--- src/sv/ik_pkg.sv ---
// Shared constants, types and the arctangent table for the two-link arm
// inverse kinematics block. No dependencies.
`default_nettype none
package ik_pkg;

    localparam int COORD_WIDTH_DEF = 16;
    localparam int CORDIC_ITER_DEF = 16;

    localparam int LINK_W    = 15;
    localparam int DEN_W     = 31;
    localparam int COS_FRAC  = 16;
    localparam int COS_W     = 18;
    localparam int ROOT_W    = 17;
    localparam int RAD_W     = 33;
    localparam int PROD_W    = 34;
    localparam int CORD_W    = 56;
    localparam int ANG_W     = 26;
    localparam int ATAN_W    = 22;
    localparam int SCALE_TOP = 52;
    localparam int SCALE_COS = 18;
    localparam int OUT_SHIFT = 9;

    localparam int THETA1_W = 17;
    localparam int THETA2_W = 15;

    localparam logic [LINK_W-1:0] LINK_RESET = 15'd256;

    typedef enum logic [0:0] {
        REG_LINK_ONE = 1'b0,
        REG_LINK_TWO = 1'b1
    } cfg_idx_t;

    // atan(2^-i) in 2^-16 degree
    localparam logic [ATAN_W-1:0] ATAN_TAB [0:31] = '{
        22'd2949120, 22'd1740967, 22'd919879, 22'd466945,
        22'd234379,  22'd117305,  22'd58666,  22'd29335,
        22'd14668,   22'd7334,    22'd3667,   22'd1833,
        22'd917,     22'd458,     22'd229,    22'd115,
        22'd57,      22'd29,      22'd14,     22'd7,
        22'd4,       22'd2,       22'd1,      22'd0,
        22'd0,       22'd0,       22'd0,      22'd0,
        22'd0,       22'd0,       22'd0,      22'd0
    };

endpackage
`default_nettype wire

--- src/sv/ik_front.sv ---
// Front end: squares of the target and link lengths, reach test, and the
// numerator and denominator of cos(theta2). Uses ik_pkg.
`default_nettype none
module ik_front #(
    parameter int COORD_WIDTH = ik_pkg::COORD_WIDTH_DEF
) (
    input  wire logic                            aclk,
    input  wire logic                            aresetn,
    input  wire logic                            en,
    input  wire logic                            in_valid,
    input  wire logic signed [COORD_WIDTH-1:0]   in_x,
    input  wire logic signed [COORD_WIDTH-1:0]   in_y,
    input  wire logic [ik_pkg::LINK_W-1:0]       l1,
    input  wire logic [ik_pkg::LINK_W-1:0]       l2,
    output logic                                 out_valid,
    output logic signed [((2*COORD_WIDTH > 32) ? 2*COORD_WIDTH : 32)+1:0] num,
    output logic [ik_pkg::DEN_W-1:0]             den,
    output logic                                 oor,
    output logic signed [COORD_WIDTH-1:0]        out_x,
    output logic signed [COORD_WIDTH-1:0]        out_y
);
    localparam int CW    = COORD_WIDTH;
    localparam int SQ_W  = 2 * CW;
    localparam int CMP_W = (2 * CW > 32) ? 2 * CW : 32;
    localparam int NUM_W = CMP_W + 2;
    localparam int LW    = ik_pkg::LINK_W;

    logic signed [SQ_W-1:0] xx_w, yy_w;
    logic [SQ_W-1:0]        xx_reg, yy_reg;
    logic [2*LW-1:0]        l1sq_reg, l2sq_reg, l1l2_reg;
    logic [LW:0]            lsum_w;
    logic [2*LW+1:0]        reach_reg;
    logic signed [CW-1:0]   x1_reg, y1_reg;
    logic                   v1_reg;

    logic [SQ_W-1:0]         r2_w;
    logic signed [NUM_W-1:0] r2_ext, l1_ext, l2_ext;

    assign xx_w   = in_x * in_x;
    assign yy_w   = in_y * in_y;
    assign lsum_w = (LW+1)'(l1) + (LW+1)'(l2);

    always_ff @(posedge aclk) begin
        if (!aresetn) begin
            v1_reg    <= 1'b0;
            out_valid <= 1'b0;
        end else if (en) begin
            v1_reg    <= in_valid;
            out_valid <= v1_reg;
        end
    end

    always_ff @(posedge aclk) begin
        if (en) begin
            xx_reg    <= SQ_W'($unsigned(xx_w));
            yy_reg    <= SQ_W'($unsigned(yy_w));
            l1sq_reg  <= l1 * l1;
            l2sq_reg  <= l2 * l2;
            l1l2_reg  <= l1 * l2;
            reach_reg <= lsum_w * lsum_w;
            x1_reg    <= in_x;
            y1_reg    <= in_y;
        end
    end

    assign r2_w   = xx_reg + yy_reg;
    assign r2_ext = NUM_W'(r2_w);
    assign l1_ext = NUM_W'(l1sq_reg);
    assign l2_ext = NUM_W'(l2sq_reg);

    always_ff @(posedge aclk) begin
        if (en) begin
            oor   <= CMP_W'(r2_w) > CMP_W'(reach_reg);
            num   <= r2_ext - l1_ext - l2_ext;
            den   <= {l1l2_reg, 1'b0};
            out_x <= x1_reg;
            out_y <= y1_reg;
        end
    end

endmodule
`default_nettype wire

--- config.mk ---
export PLATFORM = sky130hd
export DESIGN_NAME = ik_front
export DESIGN_NICKNAME = d
export VERILOG_FILES = /design/src/sv/ik_pkg.sv /design/src/sv/ik_front.sv
export SDC_FILE = /design/constraint.sdc
export NUM_CORES = 2
export LEC_CHECK = 0
export ABC_AREA = 1
export BUFFER_PORTS_ARGS = -buffer_cell sky130_fd_sc_hd__buf_2
export CAP_MARGIN = 20
export CORE_MARGIN = 3
export CORE_UTILIZATION = 55
export CTS_BUF_LIST = sky130_fd_sc_hd__clkbuf_4
export DETAILED_ROUTE_END_ITERATION = 12
export GPL_ROUTABILITY_DRIVEN = 0
export MAX_ROUTING_LAYER = met4
export PLACE_DENSITY = 0.72
export SLEW_MARGIN = 20
export SYNTH_ARGS = -nofsm -noshare
export SYNTH_HDL_FRONTEND = slang
export SYNTH_SLANG_ARGS = --single-unit
--- constraint.sdc ---
create_clock -name aclk -period 24.2 [get_ports aclk]
set_input_delay 3.63 -clock aclk [delete_from_list [all_inputs] [get_ports aclk]]
set_output_delay 3.63 -clock aclk [all_outputs]
set_load 0.1 [all_outputs]
Word level (Yosys, flattened, before mapping)
Index checks and enable logic that the tools add are counted.
Storage, ports and cells
  output and inout bits: 99
  input port bits: 66
  logic and storage cells: 26
  bits in registers: 317
Cells by class
  $mul: 6
  magnitude comparators: 1
  add/sub/neg operators: 4
Operators with widths (number)
  multiplier 16 x 16 -> 32 bit: 3
  multiplier 15 x 15 -> 30 bit: 3
  subtractor 33 x 31 -> 34 bit: 1
  subtractor 32 x 30 -> 33 bit: 1
  adder 32 bit: 1
  greater-than comparator 32 bit: 1
  adder 15 x 15 -> 16 bit: 1

Longest topological paths before layout
  depth in word-level cells: 3
  mapped depth: 36
  gate-level depth less buffers: 36

Least setup slack after synthesis
OpenSTA, ideal clock, no wires.
  kind: input -> register
  start point: in l1[0] (netlist bit)
  end point: reg reach_reg[29] (data pin)
  arrival time: 9.806 ns
  slack: 14.131 ns
  library setup time: 0.262 ns
  cell stages on the path: 31
  buffers on the path: 1
  path through: ha_1 > fa_1 > nand3_1 > nand3_1 > nand2_1 > nand2_1 > a21oi_4 > o21ai_0 > nand2_1 > nand2_1 > buf_2 > nor2_1 > inv_1 > fa_1 > fa_1 > inv_1 > fa_1 > fa_1 > fa_1 > inv_1 > fa_1 > inv_1 > ha_1 > nand2_1 > nor4_1 > nand3_1 > nand3_1 > nand3_1 > nand2_1 > a21oi_1 > xor2_1
Between the ends
  cells in the longest elaborated chain, start to end: 2
Ends and longest elaborated chain
  start: declaration: line ik_front.sv:13  | input wire logic [ik_pkg::LINK_W-1:0] l1,
  adder 15 x 15 -> 16 bit: line ik_front.sv:41  | assign lsum_w = (LW+1)'(l1) + (LW+1)'(l2);
  multiplier 16 x 16 -> 32 bit: line ik_front.sv:60  | reach_reg <= lsum_w * lsum_w;
  end signal: assignment: line ik_front.sv:60
  end: declaration: line ik_front.sv:32  | logic [2*LW+1:0] reach_reg;
No other way between the ends.
A chain may end at the register's enable or synchronous reset.

Worst setup path after layout
  start point: in l2[4] (netlist bit)
  end point: reg reach_reg[22] (data pin)
Between the ends
  cells in the longest elaborated chain, start to end: 2
Ends and longest elaborated chain
  start: declaration: line ik_front.sv:14  | input wire logic [ik_pkg::LINK_W-1:0] l2,
  adder 15 x 15 -> 16 bit: line ik_front.sv:41
  multiplier 16 x 16 -> 32 bit: line ik_front.sv:60
No other way between the ends.

==> reports/qor.yml <==
sta:
  slew_violations: 0
  slew_headroom_pct: 26.7
  min_period_over_period_pct: 42.6
  rsz0062_at_grt: "false"
  tightest_slew_ns: 1.10
  period_needed_ns: 10.30
  tns_ns: 0
  fmax_ghz: 0.0971
  setup-violations-final: 0
  hold_viol: 0
  finClkSkew_ns: 0.0510
synth:
  synth_warnings: 0
  ys_types: 55
  syn_nets: 8748
  synth_area_sq_um: 60700
  synth-edff-count: 308
  ys.flop_type: "edfxtp_1"
  synthCells: 6924
  ys_ff_latch: 310
  avgSynthCellArea_sq_um: 8.77
  ys_seq_area_share_pct: 15.3
  ys_async_sr_fraction_pct: 0
global_route:
  antenna_found_initial: 3
  use_met2_pct: 44.7
  use_met1_pct: 32.3
  top_usage_layer: "met2"
  grt_pass1_wl_mm: 239
  grt_pass1_vias: 48700
  grtUsageTotal_pct: 26.6
  gr-total-overflow: 0
  grt_max_degree: 154
  met3_usage_pct: 3.38
clocking:
  clk_pin_slew_ns: 0.07
  clkSinkCount: 310
  clk_path_buf_depth: 3
  cts_setup_buffers: 0
  cts-resized-gates: 0
  htreeDepth: 3
  cts_tree: "done"
  hold_buffers: 0
  worstSkewPairLatency_ns: 0.99
  numCtsBuffers: 90
  clock-root-buffer: "clkbuf_4"
place:
  dp_hpwl_mm: 117
  place_area_sq_um: 63000
  placedCellCount: 8427
  port_buffers: 163
detailed_routing:
  wl_per_cell_microns: 16.5
  routed_wl_mm: 142
  remaining_drc_errors: 0
  num_vias: 44800
  via_per_inst: 5.22
  drt_iter0_drc: 2885
  first_pass_iters: 6
  ant_nets: 0
flow_run:
  drv_cap: 0
finish:
  fillers: 9480
  largest_reg_flops: 34
  instances_no_fill: 8589
  final_cell_mix: "inv_1, nand2_1, fa_1"
  area_growth_pct: 5.69
  fin_area_sq_um: 64200
  layout_commonest_cell: "inv_1"
  layout-drive-gt1-share_pct: 5.23
  post-route-util_pct: 58.8
  top_register: "num"
  fin_nets: 8867
min_path:
  worstHoldPathType: "register to register"
  min_from: "y1_reg[9]"
  worstHoldPathCells: 0
floorplanning:
  die_w_microns: 338
  die_area_sq_um: 114000
  rows: 121
  core_sq_um: 109000
  die_h_microns: 338
  io_pins: 165
  initial_core_util_pct: 55.6
critical_path:
  regToRegSetupSlack_ns: 18.16
  endpoint_kind: "register"
  cp_slowest_cell: "buf_2"
  crit_required_ns: 24.91
  worst_r2r_path_depth: 29
  crit_fanout: 30
  path_common_cell: "fa_1"
  crit_start: "l2[4]"
  arrival_ns: 11.02
  crit-reg2reg-launch: "xx_reg[3]"
  timing.rr.end: "num[33]"
  path_class: "input port to register"
  slowest_delay_ns: 0.63
  path_cells: "buf_2 > ha_1 > a21oi_1 > o21ai_0 > or2_2 > nand2_1 > inv_1 > nand2_1 > fa_1 > fa_1 > inv_1 > fa_1 > fa_1 > fa_1 > inv_1 > fa_1 > inv_1 > ha_1 > nand2_1 > o21a_1 > a21boi_2 > o21ai_0 > a21oi_1 > xnor2_1"
  critPathCapture: "reach_reg[22]"
  start_kind: "input port"
outcome:
  outcome: "finished clean"
[how the worst min path moves through the flow]
stage / endpoint / slack, ns
detailed placement: den[4] / 0.40
finish: out_y[9] / 0.41
floorplan: den[10] / 0.40
global route: den[15] / 0.42
global placement: out_x[4] / 0.40
CTS: den[15] / 0.41
[cells in the mapped netlist (5+ instances only)]
library cell,count,share of area (%)
clkbuf_1,125,0.77
a221oi_1,5,0.072
nor2_1,301,1.9
fa_1,1083,36
ha_1,675,14
o21ai_1,14,0.12
xor2_1,176,2.5
o221ai_1,6,0.087
nor3_1,40,0.33
buf_1,29,0.18
o21a_1,14,0.17
xnor2_1,115,1.7
o21bai_1,16,0.20
nand3_1,112,0.92
a21boi_0,6,0.074
nor4_1,16,0.16
o211ai_1,12,0.15
nand2_2,7,0.072
or2_2,14,0.14
o31ai_1,5,0.062
inv_2,7,0.043
a21o_1,36,0.44
o21ai_0,145,1.2
nand4_1,21,0.22
a31oi_1,20,0.21
a21boi_1,5,0.062
inv_1,2016,12
edfxtp_1,308,15
a21oi_1,326,2.7
nand2_1,1220,7.5
[logic make-up after synthesis]
kind of cell	synth area share [%]
compound gates	5.88
fa+ha+maj	49.6
simple gates	11.4
flops	15.3
other cells	0.00617
xor+xnor	4.28
buf+inv	13.5
[stage by stage]
stage / hold slack (ns) / setup WS [ns]
final: 0.408 / 13.90
after global routing: 0.416 / 13.47
after CTS: 0.412 / 14.07
after detailed placement: 0.405 / 13.00
after global placement: 0.401 / 13.14
after floorplan: 0.400 / 14.13
[critical path: cells and delay by family]
kind | cells | cell delay (ns)
compound gates | 6 | 1.36
xor+xnor | 1 | 0.16
fa+ha+maj | 8 | 3.68
buf+inv | 5 | 1.09
simple gates | 4 | 1.07
[metal layers]
metal | wire [microns] | vias to the layer above
met3 | 9310 | 343
met2 | 70600 | 1530
met1 | 55700 | 22000
met5 | 0 | -
met4 | 6550 | 0
li1 | - | 21000
[final cells by class]
class	count	area, sq um	area share, %
inverter	2025	7600	11.8
antenna	4	10.0	0.0156
sequential	310	9290	14.5
clock buffer	117	878	1.37
tap	1476	1850	2.88
multi-input combinational	4428	43200	67.3
timing repair buffer	188	1030	1.60
clock inverter	41	318	0.495
Power is not shown: default switching activity piles up to over one toggle a cycle in this logic, so the estimate is an artifact.
