===== src/sv/ik_pkg.sv =====
// Shared constants, types and the arctangent table for the two-link arm
// inverse kinematics block. No dependencies.
`default_nettype none
package ik_pkg;

    localparam int COORD_WIDTH_DEF = 16;
    localparam int CORDIC_ITER_DEF = 16;

    localparam int LINK_W    = 15;
    localparam int DEN_W     = 31;
    localparam int COS_FRAC  = 16;
    localparam int COS_W     = 18;
    localparam int ROOT_W    = 17;
    localparam int RAD_W     = 33;
    localparam int PROD_W    = 34;
    localparam int CORD_W    = 56;
    localparam int ANG_W     = 26;
    localparam int ATAN_W    = 22;
    localparam int SCALE_TOP = 52;
    localparam int SCALE_COS = 18;
    localparam int OUT_SHIFT = 9;

    localparam int THETA1_W = 17;
    localparam int THETA2_W = 15;

    localparam logic [LINK_W-1:0] LINK_RESET = 15'd256;

    typedef enum logic [0:0] {
        REG_LINK_ONE = 1'b0,
        REG_LINK_TWO = 1'b1
    } cfg_idx_t;

    // atan(2^-i) in 2^-16 degree
    localparam logic [ATAN_W-1:0] ATAN_TAB [0:31] = '{
        22'd2949120, 22'd1740967, 22'd919879, 22'd466945,
        22'd234379,  22'd117305,  22'd58666,  22'd29335,
        22'd14668,   22'd7334,    22'd3667,   22'd1833,
        22'd917,     22'd458,     22'd229,    22'd115,
        22'd57,      22'd29,      22'd14,     22'd7,
        22'd4,       22'd2,       22'd1,      22'd0,
        22'd0,       22'd0,       22'd0,      22'd0,
        22'd0,       22'd0,       22'd0,      22'd0
    };

endpackage
`default_nettype wire


===== src/sv/ik_div.sv =====
// Pipelined restoring divider, one quotient bit per stage: forms the rounded,
// clamped cos(theta2) in 2^-16 units. Uses ik_pkg.
`default_nettype none
module ik_div #(
    parameter int NUM_W  = 34,
    parameter int SIDE_W = 33
) (
    input  wire logic                              aclk,
    input  wire logic                              aresetn,
    input  wire logic                              en,
    input  wire logic                              in_valid,
    input  wire logic signed [NUM_W-1:0]           num,
    input  wire logic [ik_pkg::DEN_W-1:0]          den,
    input  wire logic [SIDE_W-1:0]                 side_in,
    output logic                                   out_valid,
    output logic signed [ik_pkg::COS_W-1:0]        cos_out,
    output logic [SIDE_W-1:0]                      side_out
);
    localparam int FRAC  = ik_pkg::COS_FRAC;
    localparam int QB    = FRAC + 1;
    localparam int DVD_W = NUM_W + FRAC + 1;
    localparam int DW    = ik_pkg::DEN_W;
    localparam int CSW   = ik_pkg::COS_W;
    localparam logic [QB-1:0]         ONE_Q = QB'(1) << FRAC;
    localparam logic signed [CSW-1:0] ONE_S = CSW'(1) << FRAC;

    logic [NUM_W-1:0] mag_w;
    logic [DVD_W-1:0] dvd_w, den_top_w;

    logic [DVD_W-1:0]  rem_reg  [0:QB];
    logic [QB-1:0]     q_reg    [0:QB];
    logic [DW-1:0]     dv_reg   [0:QB];
    logic              neg_reg  [0:QB];
    logic              big_reg  [0:QB];
    logic              dz_reg   [0:QB];
    logic [SIDE_W-1:0] side_reg [0:QB];
    logic              vld_reg  [0:QB];

    logic [QB-1:0]         qc_w;
    logic signed [CSW-1:0] qs_w, cos_next;

    assign mag_w     = num[NUM_W-1] ? NUM_W'(-num) : NUM_W'(num);
    assign dvd_w     = DVD_W'({mag_w, {FRAC{1'b0}}}) + DVD_W'(den >> 1);
    assign den_top_w = DVD_W'(den) << QB;

    always_ff @(posedge aclk) begin
        if (!aresetn) begin
            vld_reg[0] <= 1'b0;
        end else if (en) begin
            vld_reg[0] <= in_valid;
        end
    end

    always_ff @(posedge aclk) begin
        if (en) begin
            rem_reg[0]  <= dvd_w;
            q_reg[0]    <= '0;
            dv_reg[0]   <= den;
            neg_reg[0]  <= num[NUM_W-1];
            big_reg[0]  <= dvd_w >= den_top_w;
            dz_reg[0]   <= den == '0;
            side_reg[0] <= side_in;
        end
    end

    for (genvar j = 0; j < QB; j++) begin : g_step
        localparam int K = QB - 1 - j;
        logic [DVD_W-1:0] trial;
        logic             take;

        assign trial = DVD_W'(dv_reg[j]) << K;
        assign take  = rem_reg[j] >= trial;

        always_ff @(posedge aclk) begin
            if (!aresetn) begin
                vld_reg[j+1] <= 1'b0;
            end else if (en) begin
                vld_reg[j+1] <= vld_reg[j];
            end
        end

        always_ff @(posedge aclk) begin
            if (en) begin
                rem_reg[j+1]  <= take ? rem_reg[j] - trial : rem_reg[j];
                q_reg[j+1]    <= q_reg[j] | (QB'(take) << K);
                dv_reg[j+1]   <= dv_reg[j];
                neg_reg[j+1]  <= neg_reg[j];
                big_reg[j+1]  <= big_reg[j];
                dz_reg[j+1]   <= dz_reg[j];
                side_reg[j+1] <= side_reg[j];
            end
        end
    end

    assign qc_w     = (big_reg[QB] || q_reg[QB] > ONE_Q) ? ONE_Q : q_reg[QB];
    assign qs_w     = CSW'(qc_w);
    assign cos_next = dz_reg[QB] ? ONE_S : (neg_reg[QB] ? -qs_w : qs_w);

    always_ff @(posedge aclk) begin
        if (!aresetn) begin
            out_valid <= 1'b0;
        end else if (en) begin
            out_valid <= vld_reg[QB];
        end
    end

    always_ff @(posedge aclk) begin
        if (en) begin
            cos_out  <= cos_next;
            side_out <= side_reg[QB];
        end
    end

endmodule
`default_nettype wire


===== config.mk =====
export PLATFORM = sky130hd
export DESIGN_NAME = ik_div
export DESIGN_NICKNAME = d
export VERILOG_FILES = /design/src/sv/ik_pkg.sv /design/src/sv/ik_div.sv
export SDC_FILE = /design/constraint.sdc
export NUM_CORES = 2
export LEC_CHECK = 0
export BUFFER_PORTS_ARGS = -buffer_cell sky130_fd_sc_hd__buf_2
export CORE_MARGIN = 1
export CORE_UTILIZATION = 55
export DETAILED_ROUTE_END_ITERATION = 12
export PLACE_DENSITY = 0.71
export SYNTH_ARGS = -nofsm -noshare
export SYNTH_HDL_FRONTEND = slang
export SYNTH_SLANG_ARGS = --single-unit

===== constraint.sdc =====
create_clock -name aclk -period 7.65 [get_ports aclk]
set_input_delay 1.9125 -clock aclk [delete_from_list [all_inputs] [get_ports aclk]]
set_output_delay 1.9125 -clock aclk [all_outputs]
set_load 0.05 [all_outputs]

# == Yosys cells after proc, flatten, opt, wreduce, memory -nomap -nowiden ==
# Memories as Yosys holds them, arrays and structs flattened. A register that Yosys moved wholly into a read port is not among the register bits.
# Cells that the tools add are included.
# word_totals
elab_cells,132
memories,8
regBits,18
ram_bits,2448
# classes
order_cmp,19
bitwise_logic,36
reduce_logical,4
addsub,20
n_mux,43
# mem_list
memory,words,width,read_ports,rd_ports_with_merged_regs,write_ports,line_no,text
rem_reg,18,51,17,0,18,ik_div.sv:30,logic [DVD_W-1:0] rem_reg [0:QB];
side_reg,18,33,18,1,18,ik_div.sv:36,logic [SIDE_W-1:0] side_reg [0:QB];
dv_reg,18,31,17,0,18,ik_div.sv:32,logic [DW-1:0] dv_reg [0:QB];
q_reg,18,17,18,0,18,ik_div.sv:31,logic [QB-1:0] q_reg [0:QB];
big_reg,18,1,18,0,18,ik_div.sv:34,logic big_reg [0:QB];
dz_reg,18,1,18,0,18,ik_div.sv:35,logic dz_reg [0:QB];
2 more memories,-,-,-,-,-,-,
# op_table
operator,count
$mux 51,17
$add 50x30->51,1
$ge 51x31->1,1
$ge 51x32->1,1
$ge 51x33->1,1
$ge 51x34->1,1
$ge 51x35->1,1
$ge 51x36->1,1
$ge 51x37->1,1
$ge 51x38->1,1
$ge 51x39->1,1
$ge 51x40->1,1
$ge 51x41->1,1
$ge 51x42->1,1
$ge 51x43->1,1
$ge 51x44->1,1
$ge 51x45->1,1
$ge 51x46->1,1
$ge 51x47->1,1
$ge 51x48->1,1
$sub 51x31->51,1
$sub 51x32->51,1
$sub 51x33->51,1
$sub 51x34->51,1
42 further kinds,82

# == Longest topological paths before layout ==
# An unclocked memory read counts as a cell.
# depth
ltp_word,6
mapped_depth,26

# == Worst setup path after synthesis ==
# OpenSTA, ideal clock, no wires.
# synth_timing
path_kind,input to register
from,in num[33]
to,mem big_reg[0] (data pin)
path_buffers,4
stages,24
arrival_time_ns,6.369
setup_ns,0.269
slack_ns,1.012
required_ns,7.381
path_cell_list,clkbuf_1 -> clkbuf_1 -> buf_1 -> clkbuf_1 -> nand2_1 -> o21ai_0 -> inv_1 -> fa_1 -> nor2b_1 -> o21ai_0 -> a21oi_1 -> o41ai_1 -> a21o_1 -> a31oi_1 -> or3b_2 -> nor2_1 -> xnor2_1 -> ha_1 -> a21o_1 -> a21o_1 -> a21oi_1 -> o211ai_1 -> o211ai_1 -> o211ai_2
# synth_rtl
element,line_no,text
start: declaration,ik_div.sv:12,"input wire logic signed [NUM_W-1:0] num,"
end: declaration,ik_div.sv:34,

==> flow_summary.rst <==
.. list-table::
   :header-rows: 1

   * - Metric
     - Value
   * - Run status
     - finished, final reports clean
   * - CTS tree
     - built
   * - Average vias per placed instance
     - 5.95
   * - Routed wl met3
     - 12600 microns
   * - Largest net degree at the start of global routing
     - 177
   * - CP cell instances
     - buf_2 > inv_1 > ha_1 > nand2b_1 > xnor2_1 > ha_1 > nor2b_1 > o21ai_0 > a21oi_1 > o41ai_1 > nand2_1 > and2_1 > o21ai_0 > a21oi_1 > xor2_1 > ha_1 > nand4_1 > nor2_1 > o21ai_0 > a21oi_1 > nor2_1 > a2111oi_0 > o211ai_1 > o211ai_2
   * - Die span in x
     - 441 microns
   * - Tightest slew margin relative to the limit
     - 14.3%
   * - Worst Max-Slew Pin Slew
     - 1250 ps
   * - Crit Path Class
     - in -> reg
   * - IO Count
     - 154
   * - Uppermost layer routed
     - met5
   * - Maximum net fanout on the critical path
     - 4
   * - Number of flip-flops in the largest register
     - 867
   * - Number of distinct library cells after synthesis
     - 102
   * - Netlist area before placement
     - 0.106 sq mm
   * - Initial DRC Count
     - 5676
   * - Vertical die dimension
     - 441 microns
   * - Fraction of layout instances using a drive strength above 1
     - 7.20%
   * - Post-route worst hold slack
     - 406 ps
   * - Global-route total usage across every layer
     - 25.7%
   * - Total Routed Length
     - 252000 microns
   * - Root Buffer Master
     - clkbuf_16
   * - ANT nets after route
     - 0
   * - Net Switching
     - 14.6 mW
   * - Class of the worst hold path
     - reg -> reg
   * - Part of the total power dissipated in sequential elements
     - 40.4%
   * - Final hold vios
     - 0
   * - Setup repair after global routing missed its margin
     - false
   * - Area of the core
     - 0.191 sq mm
   * - Detail Placement HPWL
     - 190000 microns
   * - Sequential-to-total area share from yosys stat
     - 59.9%
   * - Number of core rows
     - 160
   * - Detail Route met2 WL
     - 122000 microns
   * - PostCTS Resize Cnt
     - 0
   * - Largest stage delay, worst path
     - 480 ps
   * - WP data required
     - 8360 ps
   * - Primary FF master, synth
     - edfxtp_1
   * - Number of global-route vias before repair
     - 67257
   * - Post-CTS Setup Repair Bufs
     - 0
   * - Hold buffer count at cts
     - 0
   * - Setup violators final
     - 0
   * - Count of nets after finishing
     - 9675
   * - Clock Path Buffers
     - 3
   * - Clock insertion delay at the later pin of the skew report
     - 870 ps
   * - Cell type group with the largest total delay on the critical path
     - compound AO/OA/AOI/OAI gates
   * - Part of the cycle the worst path needs
     - 79.7%
   * - Kind of start point of the critical path
     - input pin
   * - CP bufs+invs
     - 2
   * - Sw frac
     - 34.4%
   * - Cell Pwr Density
     - 364 mW/mm^2
   * - Setup Skew
     - 65.1 ps
   * - Clock-pin transition on the worst setup and hold timing paths
     - 60 ps
   * - Number of DRC violations after detailed routing
     - 0
   * - Maximum level of the CTS H-tree
     - 4
   * - Leakage power total
     - 44.9 nW
   * - Finished Core Util
     - 61.2%
   * - Internal power component
     - 27.9 mW
   * - Area growth syn-to-layout
     - 10.2%
   * - Total power
     - 42.5 mW
   * - First-pass DRT Iterations
     - 6
   * - Timing-limited maximum frequency
     - 0.164 GHz
   * - Inserted Clock Buffers
     - 214
   * - EDFF count, synth
     - 2111
   * - First-pass GRT wire length
     - 388000 microns
   * - Number of antenna violations at the first check in global routing
     - 12
   * - Final Max Slew Viols
     - 0
   * - M1 WL
     - 110000 microns
   * - Wirelength per Cell
     - 21.6 microns
   * - Die Footprint
     - 0.194 sq mm
   * - Initial Utilization
     - 55.5%
   * - Number of max-cap violations
     - 0
   * - #FFs+latches synth
     - 2113
   * - Synthesis Warnings
     - 0
   * - Vias
     - 69479
   * - Clock share of power
     - 24.9%
   * - Net Count, Synth
     - 9505
   * - Comb pwr share
     - 34.7%
   * - Slowest CP cell
     - a2111oi_0
   * - Setup TNS
     - 0 ps
   * - Syn_area_per_cell
     - 12.0 sq um
   * - Final estimated routing congestion in global placement
     - 0.920
   * - Cell count after synthesis
     - 8812
   * - Peak VDD IR
     - 0.000224 V
   * - Number of clock sinks
     - 2113
   * - Endpoint type of the worst setup path
     - flop
   * - FFs w/ async S/R, synth
     - 0%
   * - Clock period minus final worst setup slack
     - 6090 ps
   * - GR Overflow Total
     - 0
   * - PortBufs
     - 153
   * - Data arrival time at the worst-slack endpoint
     - 6800 ps
area by class of cell:
cell class,count,area [sq um]
timing repair buffer,210,1370
tap,2511,3140
antenna,3,7.51
multi-input combinational,5747,39000
clock buffer,248,5530
clock inverter,149,1710
inverter,696,2610
sequential,2113,63400
fill,14835,74000
synth_stat cells, drive strengths merged (71+ instances only):
library cell	n	share of area, %
and3	71	0.42
o21ai	437	2.1
a21o	308	2.2
a21oi	712	3.4
o21a	101	0.72
nor2b	82	0.48
nor3	163	0.78
nand2b	73	0.43
xor2	267	2.2
ha	574	6.8
inv	692	2.5
nor4	101	0.60
xnor2	378	3.1
nand4	164	0.97
edfxtp	2111	60
nand3	165	0.78
clkbuf	238	0.84
nor2	615	2.2
nand2	560	2.0
routing by layer:
layer  GRT usage [%]  vias up
met5               0        -
met4            8.12       12
met3            3.58      428
met2            43.5     2011
met1            34.2    33794
li1                -    33234
metrics by stage:
step                      setup slack (ps)  instances  area, sq um
after floorplan                       1010       8812       106000
after CTS                             1590      11674       117000
after global placement                 681      11277       110000
after detailed placement               671      11277       110000
after global routing                  1140      11675       117000
final                                 1560      11677       117000
layout by cell type, fill, tap and decap left out, types with 71 or more instances in the layout:
master,count
nor3_1,161
a21o_1,307
nand3_1,165
edfxtp_1,2111
nor4_1,98
ha_1,574
o21ai_0,434
inv_1,688
nand2b_1,73
a21oi_1,712
xor2_1,267
and3_1,71
nand4_1,164
xnor2_1,378
nor2b_1,82
nand2_1,559
clkbuf_16,216
nor2_1,613
buf_2,152
o21a_1,101
power by group through the flow:
stage | Sequential [mW] | Combinational [mW] | Clock [mW]
5_1_grt | 17.3 | 16.3 | 11.3
3_5_place_dp | 17.4 | 14.5 | 0
2_1_floorplan | 16.7 | 10.9 | 0
6_report | 17.2 | 14.7 | 10.6
4_1_cts | 17.2 | 14.6 | 10.8
3_3_place_gp | 17.3 | 14.3 | 0
path summary, 6_finish.rpt:
kind	cells after the start	startpoint	slack, ps	endpoint
min reg2reg	0	q_reg[16][7]$_DFFE_PP_	410	q_reg[17][7]$_DFFE_PP_
max reg2reg	15	rem_reg[9][7]$_DFFE_PP_	2520	rem_reg[10][11]$_DFFE_PP_
max	24	num[0]	1560	big_reg[0]$_DFFE_PP_
min	0	q_reg[16][7]$_DFFE_PP_	410	q_reg[17][7]$_DFFE_PP_
kinds of logic (layout without fill, tap and decap cells):
kind of cell | count (synthesis) | in the layout | share of synthesized area, %
flops | 2113 | 2113 | 59.9
simple gates | 2293 | 2293 | 10.8
mux | 66 | 66 | 0.686
xor+xnor | 645 | 645 | 5.33
buf+inv | 952 | 1303 | 3.40
compound gates | 2151 | 2151 | 12.9
fa+ha+maj | 591 | 591 | 7.10
other cells | 1 | 4 | 0.00354
No activity file was read; power rests on OpenSTA's default activity.
