[src/sv/ik_pkg.sv]
// Shared constants, types and the arctangent table for the two-link arm
// inverse kinematics block. No dependencies.
`default_nettype none
package ik_pkg;

    localparam int COORD_WIDTH_DEF = 16;
    localparam int CORDIC_ITER_DEF = 16;

    localparam int LINK_W    = 15;
    localparam int DEN_W     = 31;
    localparam int COS_FRAC  = 16;
    localparam int COS_W     = 18;
    localparam int ROOT_W    = 17;
    localparam int RAD_W     = 33;
    localparam int PROD_W    = 34;
    localparam int CORD_W    = 56;
    localparam int ANG_W     = 26;
    localparam int ATAN_W    = 22;
    localparam int SCALE_TOP = 52;
    localparam int SCALE_COS = 18;
    localparam int OUT_SHIFT = 9;

    localparam int THETA1_W = 17;
    localparam int THETA2_W = 15;

    localparam logic [LINK_W-1:0] LINK_RESET = 15'd256;

    typedef enum logic [0:0] {
        REG_LINK_ONE = 1'b0,
        REG_LINK_TWO = 1'b1
    } cfg_idx_t;

    // atan(2^-i) in 2^-16 degree
    localparam logic [ATAN_W-1:0] ATAN_TAB [0:31] = '{
        22'd2949120, 22'd1740967, 22'd919879, 22'd466945,
        22'd234379,  22'd117305,  22'd58666,  22'd29335,
        22'd14668,   22'd7334,    22'd3667,   22'd1833,
        22'd917,     22'd458,     22'd229,    22'd115,
        22'd57,      22'd29,      22'd14,     22'd7,
        22'd4,       22'd2,       22'd1,      22'd0,
        22'd0,       22'd0,       22'd0,      22'd0,
        22'd0,       22'd0,       22'd0,      22'd0
    };

endpackage
`default_nettype wire

[src/sv/ik_isqrt.sv]
// Pipelined integer square root, one root bit per stage: sin(theta2) from
// 2^32 - cos^2. Uses ik_pkg.
`default_nettype none
module ik_isqrt #(
    parameter int SIDE_W = 8
) (
    input  wire logic                        aclk,
    input  wire logic                        aresetn,
    input  wire logic                        en,
    input  wire logic                        in_valid,
    input  wire logic [ik_pkg::RAD_W-1:0]    rad,
    input  wire logic [SIDE_W-1:0]           side_in,
    output logic                             out_valid,
    output logic [ik_pkg::ROOT_W-1:0]        root,
    output logic [SIDE_W-1:0]                side_out
);
    localparam int RB    = ik_pkg::ROOT_W;
    localparam int REM_W = 2 * RB + 1;

    logic [REM_W-1:0]  rem_reg  [0:RB];
    logic [RB-1:0]     r_reg    [0:RB];
    logic [SIDE_W-1:0] side_reg [0:RB];
    logic              vld_reg  [0:RB];

    always_ff @(posedge aclk) begin
        if (!aresetn) begin
            vld_reg[0] <= 1'b0;
        end else if (en) begin
            vld_reg[0] <= in_valid;
        end
    end

    always_ff @(posedge aclk) begin
        if (en) begin
            rem_reg[0]  <= REM_W'(rad);
            r_reg[0]    <= '0;
            side_reg[0] <= side_in;
        end
    end

    for (genvar j = 0; j < RB; j++) begin : g_step
        localparam int K = RB - 1 - j;
        logic [REM_W-1:0] trial;
        logic             take;

        assign trial = (REM_W'(r_reg[j]) << (K + 1)) + (REM_W'(1) << (2 * K));
        assign take  = rem_reg[j] >= trial;

        always_ff @(posedge aclk) begin
            if (!aresetn) begin
                vld_reg[j+1] <= 1'b0;
            end else if (en) begin
                vld_reg[j+1] <= vld_reg[j];
            end
        end

        always_ff @(posedge aclk) begin
            if (en) begin
                rem_reg[j+1]  <= take ? rem_reg[j] - trial : rem_reg[j];
                r_reg[j+1]    <= r_reg[j] | (RB'(take) << K);
                side_reg[j+1] <= side_reg[j];
            end
        end
    end

    assign out_valid = vld_reg[RB];
    assign root      = r_reg[RB];
    assign side_out  = side_reg[RB];

endmodule
`default_nettype wire

[config.mk]
export PLATFORM = sky130hd
export DESIGN_NAME = ik_isqrt
export DESIGN_NICKNAME = d
export VERILOG_FILES = /design/src/sv/ik_pkg.sv /design/src/sv/ik_isqrt.sv
export SDC_FILE = /design/constraint.sdc
export NUM_CORES = 1
export LEC_CHECK = 0
export ABC_AREA = 1
export BUFFER_PORTS_ARGS = -buffer_cell sky130_fd_sc_hd__buf_4
export CORE_MARGIN = 10
export CORE_UTILIZATION = 55
export CTS_BUF_LIST = sky130_fd_sc_hd__clkbuf_2
export DETAILED_ROUTE_END_ITERATION = 8
export GPL_TIMING_DRIVEN = 0
export PLACE_DENSITY_LB_ADDON = 0.12
export SLEW_MARGIN = 0
export SYNTH_ARGS = -nofsm -noshare
export SYNTH_HDL_FRONTEND = slang
export SYNTH_SLANG_ARGS = --single-unit
[constraint.sdc]
create_clock -name aclk -period 4.71 [get_ports aclk]
set_clock_uncertainty 0.05 [all_clocks]
set_input_delay 0 -clock aclk [delete_from_list [all_inputs] [get_ports aclk]]
set_output_delay 0 -clock aclk [all_outputs]
set_load 0.05 [all_outputs]
Word level (Yosys, flattened, before mapping)
Memories as Yosys holds them, arrays and structs flattened.
Index checks and enable logic that the tools add are counted.
{ "totals": {"reg_bits": 0, "ram_bits": 1098, "inputBits": 45, "out_inout_bits": 26, "elab_cells": 130, "n_memories": 4} }
{ "mem_list": {"columns": ["name", "words", "word_bits", "read_ports", "rd_clocked_by_memory_dff", "wr", "line_no", "rtl"], "rows": [
  ["rem_reg", 18, 35, 17, 0, 18, "ik_isqrt.sv:20", "logic [REM_W-1:0] rem_reg [0:RB];"],
  ["r_reg", 18, 17, 18, 0, 18, "ik_isqrt.sv:21", "logic [RB-1:0] r_reg [0:RB];"],
  ["side_reg", 18, 8, 18, 0, 18, "ik_isqrt.sv:22", "logic [SIDE_W-1:0] side_reg [0:RB];"],
  ["vld_reg", 18, 1, 18, 0, 18, "ik_isqrt.sv:23", "logic vld_reg [0:RB];"]
]} }
{ "classes": {"addsub": 34, "magnitude_cmp": 17, "mux": 40, "bitwise": 35} }
{ "ops": {"columns": ["operator", "n"], "rows": [
  ["35-bit 2-to-1 mux", 17],
  ["34-bit by 33-bit adder with 35-bit output (second input constant)", 1],
  ["35-bit by 19-bit >= comparator with 1-bit output", 1],
  ["35-bit by 20-bit >= comparator with 1-bit output", 1],
  ["35-bit by 21-bit >= comparator with 1-bit output", 1],
  ["35-bit by 22-bit >= comparator with 1-bit output", 1],
  ["35-bit by 23-bit >= comparator with 1-bit output", 1],
  ["35-bit by 24-bit >= comparator with 1-bit output", 1],
  ["35-bit by 25-bit >= comparator with 1-bit output", 1],
  ["35-bit by 26-bit >= comparator with 1-bit output", 1],
  ["35-bit by 27-bit >= comparator with 1-bit output", 1],
  ["35-bit by 28-bit >= comparator with 1-bit output", 1],
  ["35-bit by 29-bit >= comparator with 1-bit output", 1],
  ["35-bit by 30-bit >= comparator with 1-bit output", 1],
  ["35-bit by 31-bit >= comparator with 1-bit output", 1],
  ["35-bit by 32-bit >= comparator with 1-bit output", 1],
  ["35-bit by 33-bit >= comparator with 1-bit output", 1],
  ["35-bit by 34-bit >= comparator with 1-bit output", 1],
  ["35-bit >= comparator", 1],
  ["35-bit by 19-bit subtractor with 35-bit output", 1],
  ["35-bit by 20-bit subtractor with 35-bit output", 1],
  ["35-bit by 21-bit subtractor with 35-bit output", 1],
  ["35-bit by 22-bit subtractor with 35-bit output", 1],
  ["35-bit by 23-bit subtractor with 35-bit output", 1],
  ["47 further kinds", 86]
]} }

Depth between registers and ports, before layout
Gate-level depths: netlist of the first run.
{ "logic_depth": {"depth_word": 4, "depth_mapped": 16, "depth_no_buf": 15} }

Least setup slack after synthesis of the first run
OpenSTA, ideal clock, no wires.
{ "synth_timing": {"kind": "register -> register", "from": "memory rem_reg[7][20] (netlist bit)", "to": "memory rem_reg[8][29] (netlist bit), data pin", "setup_ns": 0.249, "arrival_ns": 1.807, "required_time_ns": 4.411, "path_slack_ns": 2.604, "stages_incl_launch_ff": 11, "n_path_buf": 1, "synth_period_minus_slack_ns": 2.106, "path_cell_list": "edfxtp_1 ha_1 a21oi_2 o21ai_1 nand2_1 nand2_2 nor3_4 nand2_4 buf_8 nand2_1 inv_1"} }
{ "synth_rtl": {"columns": ["element", "line_no"], "rows": [
  ["start, declared", "ik_isqrt.sv:20"]
]} }

==> results of run 1 <==
[synthesized netlist by cell type, types with 3 or more instances]
master and n:
nand2_1 1335, edfxtp_1 906, inv_1 711, nor2_1 468, nand3_1 280, a21oi_1 172, ha_1 166, xor2_1 103
o21ai_0 87, nand4_1 86, nor3_1 59, xnor2_1 41, nor4_1 29, nand3b_1 26, nand2_2 13, buf_2 11
and2_1 10, buf_4 10, buf_6 10, o21ai_1 10, o21bai_1 9, or2_2 8, a21oi_2 7, inv_2 7
o21a_1 7, nor2_2 6, nor3_2 5, o211ai_1 5, a21boi_0 3, nor2_4 3, nor2b_1 3, nor3b_1 3
[layer usage]
layer	global-route usage, %	vias up
li1	-	16377
met1	27.3	14927
met2	41.8	837
met3	4.21	176
met4	9.32	0
met5	0	-
[power breakdown]
part | internal (mW) | switching, mW | total, mW
clock | 2.00 | 3.12 | 5.12
sequential | 9.87 | 0.545 | 10.4
combinational | 1.29 | 2.49 | 3.79
[path summary, 6_finish.rpt]
check / from / end / slack, ns
max: en / rem_reg[12][8] / 1.43
min: side_in[3] / side_reg[0][3] / 0.27
max reg2reg: r_reg[10][7] / rem_reg[11][13] / 1.82
min reg2reg: rem_reg[0][14] / rem_reg[1][14] / 0.34
[layout make-up]
cell class	instances	area, µm²
fillers	6816	30200
flip-flops and latches	907	27200
multi-input cells	2964	14900
inverters	719	2700
repair buffers	236	2330
clock buffers	316	1580
well taps	1060	1330
clock inverters	54	372
plain buffers	36	275
diodes	8	20.0
[critical path: stages]
cell           delay, ns
dlygate4sd3_1       0.52
dlygate4sd3_1       0.53
dlygate4sd3_1       0.58
buf_8               0.14
buf_16              0.34
buf_16              0.41
buf_16              0.43
buf_16              0.42
buf_16              0.52
[cells by family (layout without fill, tap and decap cells)]
group,count (synthesis),count (layout),synth area share (%)
buf+inv,755,1361,6.60
xor+xnor,144,144,2.80
simple gates,2344,2344,21.9
compound gates,308,308,3.70
other cells,1,10,0.00832
flops,907,907,60.4
fa+ha+maj,166,166,4.61
==> results.json, run 1 <==
{
  "die_w_um": 306,
  "pre_cts_ws_ns": 1.55,
  "clkTransAtPathRegs_ns": 0.09,
  "routabilityCongestion": 0.921,
  "synth.largest_area_cell": "edfxtp_1",
  "die_h_um": 306,
  "synth_warnings": 0,
  "grt_pass1_vias": 31627,
  "synth_top_area_share_pct": 60.3,
  "ys_top_cells_by_area": "edfxtp_1 60%, nand2_1 11%, inv_1 5.9%",
  "synth-edff-count": 906,
  "grt_overflow": 0,
  "synth_cell_types": 51,
  "power_density_nw_per_um2": 381,
  "top_layer": "met4",
  "period_needed_ns": 3.28,
  "maxSlewHeadroom_pct": 35.9,
  "die-area_um2": 93800,
  "ys.flop_type": "edfxtp_1",
  "finalMaxSlewViolations": 0,
  "wire_per_inst_um": 17.3,
  "final_common_cell": "nand2_1",
  "core_um2": 80900,
  "ant_nets": 0,
  "clock-sinks": 907,
  "syn_to_final_growth_pct": 12.5,
  "wirelength_mm": 109,
  "wl_met3_mm": 5.27,
  "initial_core_util_pct": 55.7,
  "fin_setup_tns_ns": 0,
  "clk_latency_ns": 1.52,
  "post-cts-setup-buffer-count": 0,
  "dr.pass1.iters": 8,
  "hold_buffers": 159,
  "ioPinCount": 71,
  "rsz0062_at_grt": "no",
  "max_freq_mhz": 305,
  "ys_ff_latch": 907,
  "track_usage_pct": 23.3,
  "numPortBuffers": 70,
  "ys_seq_area_share_pct": 60.4,
  "antenna_found_initial": 3,
  "setup_viol_count_final": 0,
  "largest_reg_flops": 592,
  "drive_gt1_share_pct": 9.73,
  "met1_length_mm": 44.3,
  "finalNonFillerCells": 6300,
  "synthArstFlopShare_pct": 0,
  "vias_per_cell": 5.13,
  "rows": 104,
  "syn_avg_cell_area_um2": 9.75,
  "p_leak_nw": 22.3,
  "worst_pin_slew_ns": 0.961,
  "cts-root-buf": "clkbuf_2",
  "dp_hpwl_mm": 80.8,
  "cp_max_fo": 139,
  "placed_area_um2": 47100,
  "cp.arrival_ns": 4.31,
  "final_area_um2": 50700,
  "cts_resized": 0,
  "critPathKind": "in2reg",
  "dr_wl_met2_mm": 56.3,
  "syn_area_um2": 45100,
  "timing.final.hold_violations": 0,
  "synth_cells": 4625,
  "reg2reg_depth": 11,
  "drt_drc_violations_left": 0,
  "nNetsFinal": 5293,
  "setup_slack_ns": 1.43,
  "cts_buffer_depth": 3,
  "grt_max_degree": 140,
  "hold-path-cell-count": 4,
  "vdd_ir_drop_max_mv": 0.366,
  "hold_path.class": "in2reg",
  "vias": 32317,
  "cp.required_ns": 5.74,
  "final_util_pct": 62.7,
  "post-place-cells": 5763,
  "whs_ns": 0.271,
  "ctsHtreeMaxLevel": 4,
  "final_cell_mix": "1335 x nand2_1, 906 x edfxtp_1, 711 x inv_1, 468 x nor2_1, 318 x clkbuf_2",
  "status": "completed",
  "p_total_mw": 19.3,
  "setup.worst_path.end_class": "flop",
  "startpoint_type": "primary input",
  "first_iter_violations": 2300,
  "maxCapViolCount": 0,
  "cts_tree": "done",
  "cts_buffers": 218,
  "post-route-period-util_pct": 69.7,
  "grt_first_pass_wirelength_mm": 170
}
Note: power is estimated with default switching activity, not from simulation.
==> run 2: changes to the inputs <==
==> constraint.sdc (replaced) <==
create_clock -name aclk -period 3.2 [get_ports aclk]
set_clock_uncertainty 0.05 [all_clocks]
set_input_delay 0 -clock aclk [delete_from_list [all_inputs] [get_ports aclk]]
set_output_delay 0 -clock aclk [all_outputs]
set_load 0.05 [all_outputs]
==> results.json, run 2 (same netlist as run 1, synthesis figures left out) <==
{
  "status": "complete, but fails checks",
  "violations": "DRC",
  "fin_setup_tns_ns": 0,
  "post-route-period-util_pct": 95.2,
  "max_stage_delay_ns": 0.58,
  "maxSlewHeadroom_pct": 36.6,
  "ant_nets": 0,
  "drt_drc_violations_left": 3,
  "rsz0062_at_grt": "no",
  "setup.worst_path.end_class": "flop",
  "largest_reg_flops": 592,
  "r2r-start": "r_reg[10][7]",
  "die_w_um": 306,
  "clkTransAtPathRegs_ns": 0.09,
  "crit_path_cell_trace": "dlygate4sd3_1, dlygate4sd3_1, dlygate4sd3_1, buf_8, buf_16, buf_16, buf_16, buf_16, buf_16",
  "dp_hpwl_mm": 80.8,
  "p_total_mw": 28.4,
  "maxCapViolCount": 0,
  "syn_to_final_growth_pct": 12.6,
  "grt_overflow": 0,
  "post-cts-setup-buffer-count": 0,
  "initial_core_util_pct": 55.7,
  "hold-path-cell-count": 4,
  "crit_top_cell": "buf_16",
  "track_usage_pct": 23.3,
  "cts_tree": "done",
  "vias_per_cell": 5.12,
  "whs_ns": 0.278,
  "power_density_nw_per_um2": 560,
  "final_cell_mix": "1335 x nand2_1, 906 x edfxtp_1, 711 x inv_1, 468 x nor2_1, 318 x clkbuf_2",
  "cts_buffer_depth": 3,
  "dr.pass1.iters": 9,
  "critPathKind": "in2reg",
  "startpoint_type": "primary input",
  "rows": 104,
  "wire_per_inst_um": 17.4,
  "first_iter_violations": 2292,
  "cp.arrival_ns": 4.10,
  "hp-start": "side_in[3]",
  "clock-sinks": 907,
  "placed_area_um2": 47100,
  "reg2reg_depth": 11,
  "cts_resized": 0,
  "nNetsFinal": 5294,
  "grt_first_pass_wirelength_mm": 170,
  "cts_buffers": 218,
  "die_h_um": 306,
  "numPortBuffers": 70,
  "core_um2": 80900,
  "clk_latency_ns": 1.51,
  "vias": 32281,
  "routabilityCongestion": 0.921,
  "die-area_um2": 93800,
  "ctsHtreeMaxLevel": 4,
  "final_util_pct": 62.7,
  "wirelength_mm": 109,
  "cp_max_fo": 115,
  "cp.required_ns": 4.26,
  "drive_gt1_share_pct": 9.75,
  "setup_viol_count_final": 0,
  "grt_pass1_vias": 31626,
  "r2r_slack_ns": 0.32,
  "antenna_found_initial": 3,
  "hold_path.class": "in2reg",
  "holdPathEnd": "side_reg[0][3]",
  "reg2reg_to": "rem_reg[11][13]",
  "period_needed_ns": 3.05,
  "ioPinCount": 71,
  "max_freq_mhz": 328,
  "finalMaxSlewViolations": 0,
  "nFillCells": 6807,
  "final_area_um2": 50800,
  "p_leak_nw": 22.3,
  "worst_pin_slew_ns": 0.951,
  "grt_max_degree": 140,
  "timing.final.hold_violations": 0,
  "cts-root-buf": "clkbuf_2",
  "post-place-cells": 5763,
  "cpMaxStageDelayCell": "dlygate4sd3_1",
  "vdd_ir_drop_max_mv": 0.536,
  "final_common_cell": "nand2_1",
  "setup_slack_ns": 0.152,
  "pre_cts_ws_ns": 0.0420,
  "finalNonFillerCells": 6300
}
## run 2: cell count changes in the layout (fill, tap and decap cells not counted)
cell,before,now
diode_2,8,7
clkbuf_16,0,1
## run 2: what timing repair did
action / in CTS / in global routing
hold buffers: 159 / 0
setup endpoints to repair: 0 / 139
endpoints found under the hold margin: 759 / 0
## run 2: worst max-delay path, delay by kind of cell
family / cells / cell delay [ns]
buffers and inverters: 9 / 3.74
## run 2: worst max path at each step
stage	startpoint	endpoint	slack, ns
2_1_floorplan	rem_reg[7][20]	rem_reg[8][29]	1.09
4_1_cts	en	rem_reg[12][8]	0.19
3_3_place_gp	en	vld_reg[4][1]	-6.93
6_report	en	rem_reg[12][8]	0.15
3_5_place_dp	en	side_reg[6][1]	0.04
5_1_grt	en	rem_reg[5][12]	0.08
## run 2: metal layers
layer	share of wire [%]	routed length, µm	global-route usage (%)
met5	0	0	0
met4	3.0	3300	9.25
met3	4.6	5050	4.23
met2	52	56400	41.8
met1	41	44600	27.3
## run 2: area by class of cell
class                      count  area (µm²)  share of cell area (%)
buffer                        36         275                   0.542
antenna                        7        17.5                  0.0345
clock inverter                54         372                   0.732
multi-input combinational   2964       14900                    29.3
clock buffer                 316        1580                    3.12
tap                         1060        1330                    2.61
inverter                     719        2700                    5.32
timing repair buffer         237        2360                    4.65
sequential                   907       27200                    53.6
## run 2: power by group
group / switching, mW / internal [mW]
clock network: 4.59 / 2.94
registers: 0.807 / 14.5
logic: 3.67 / 1.91
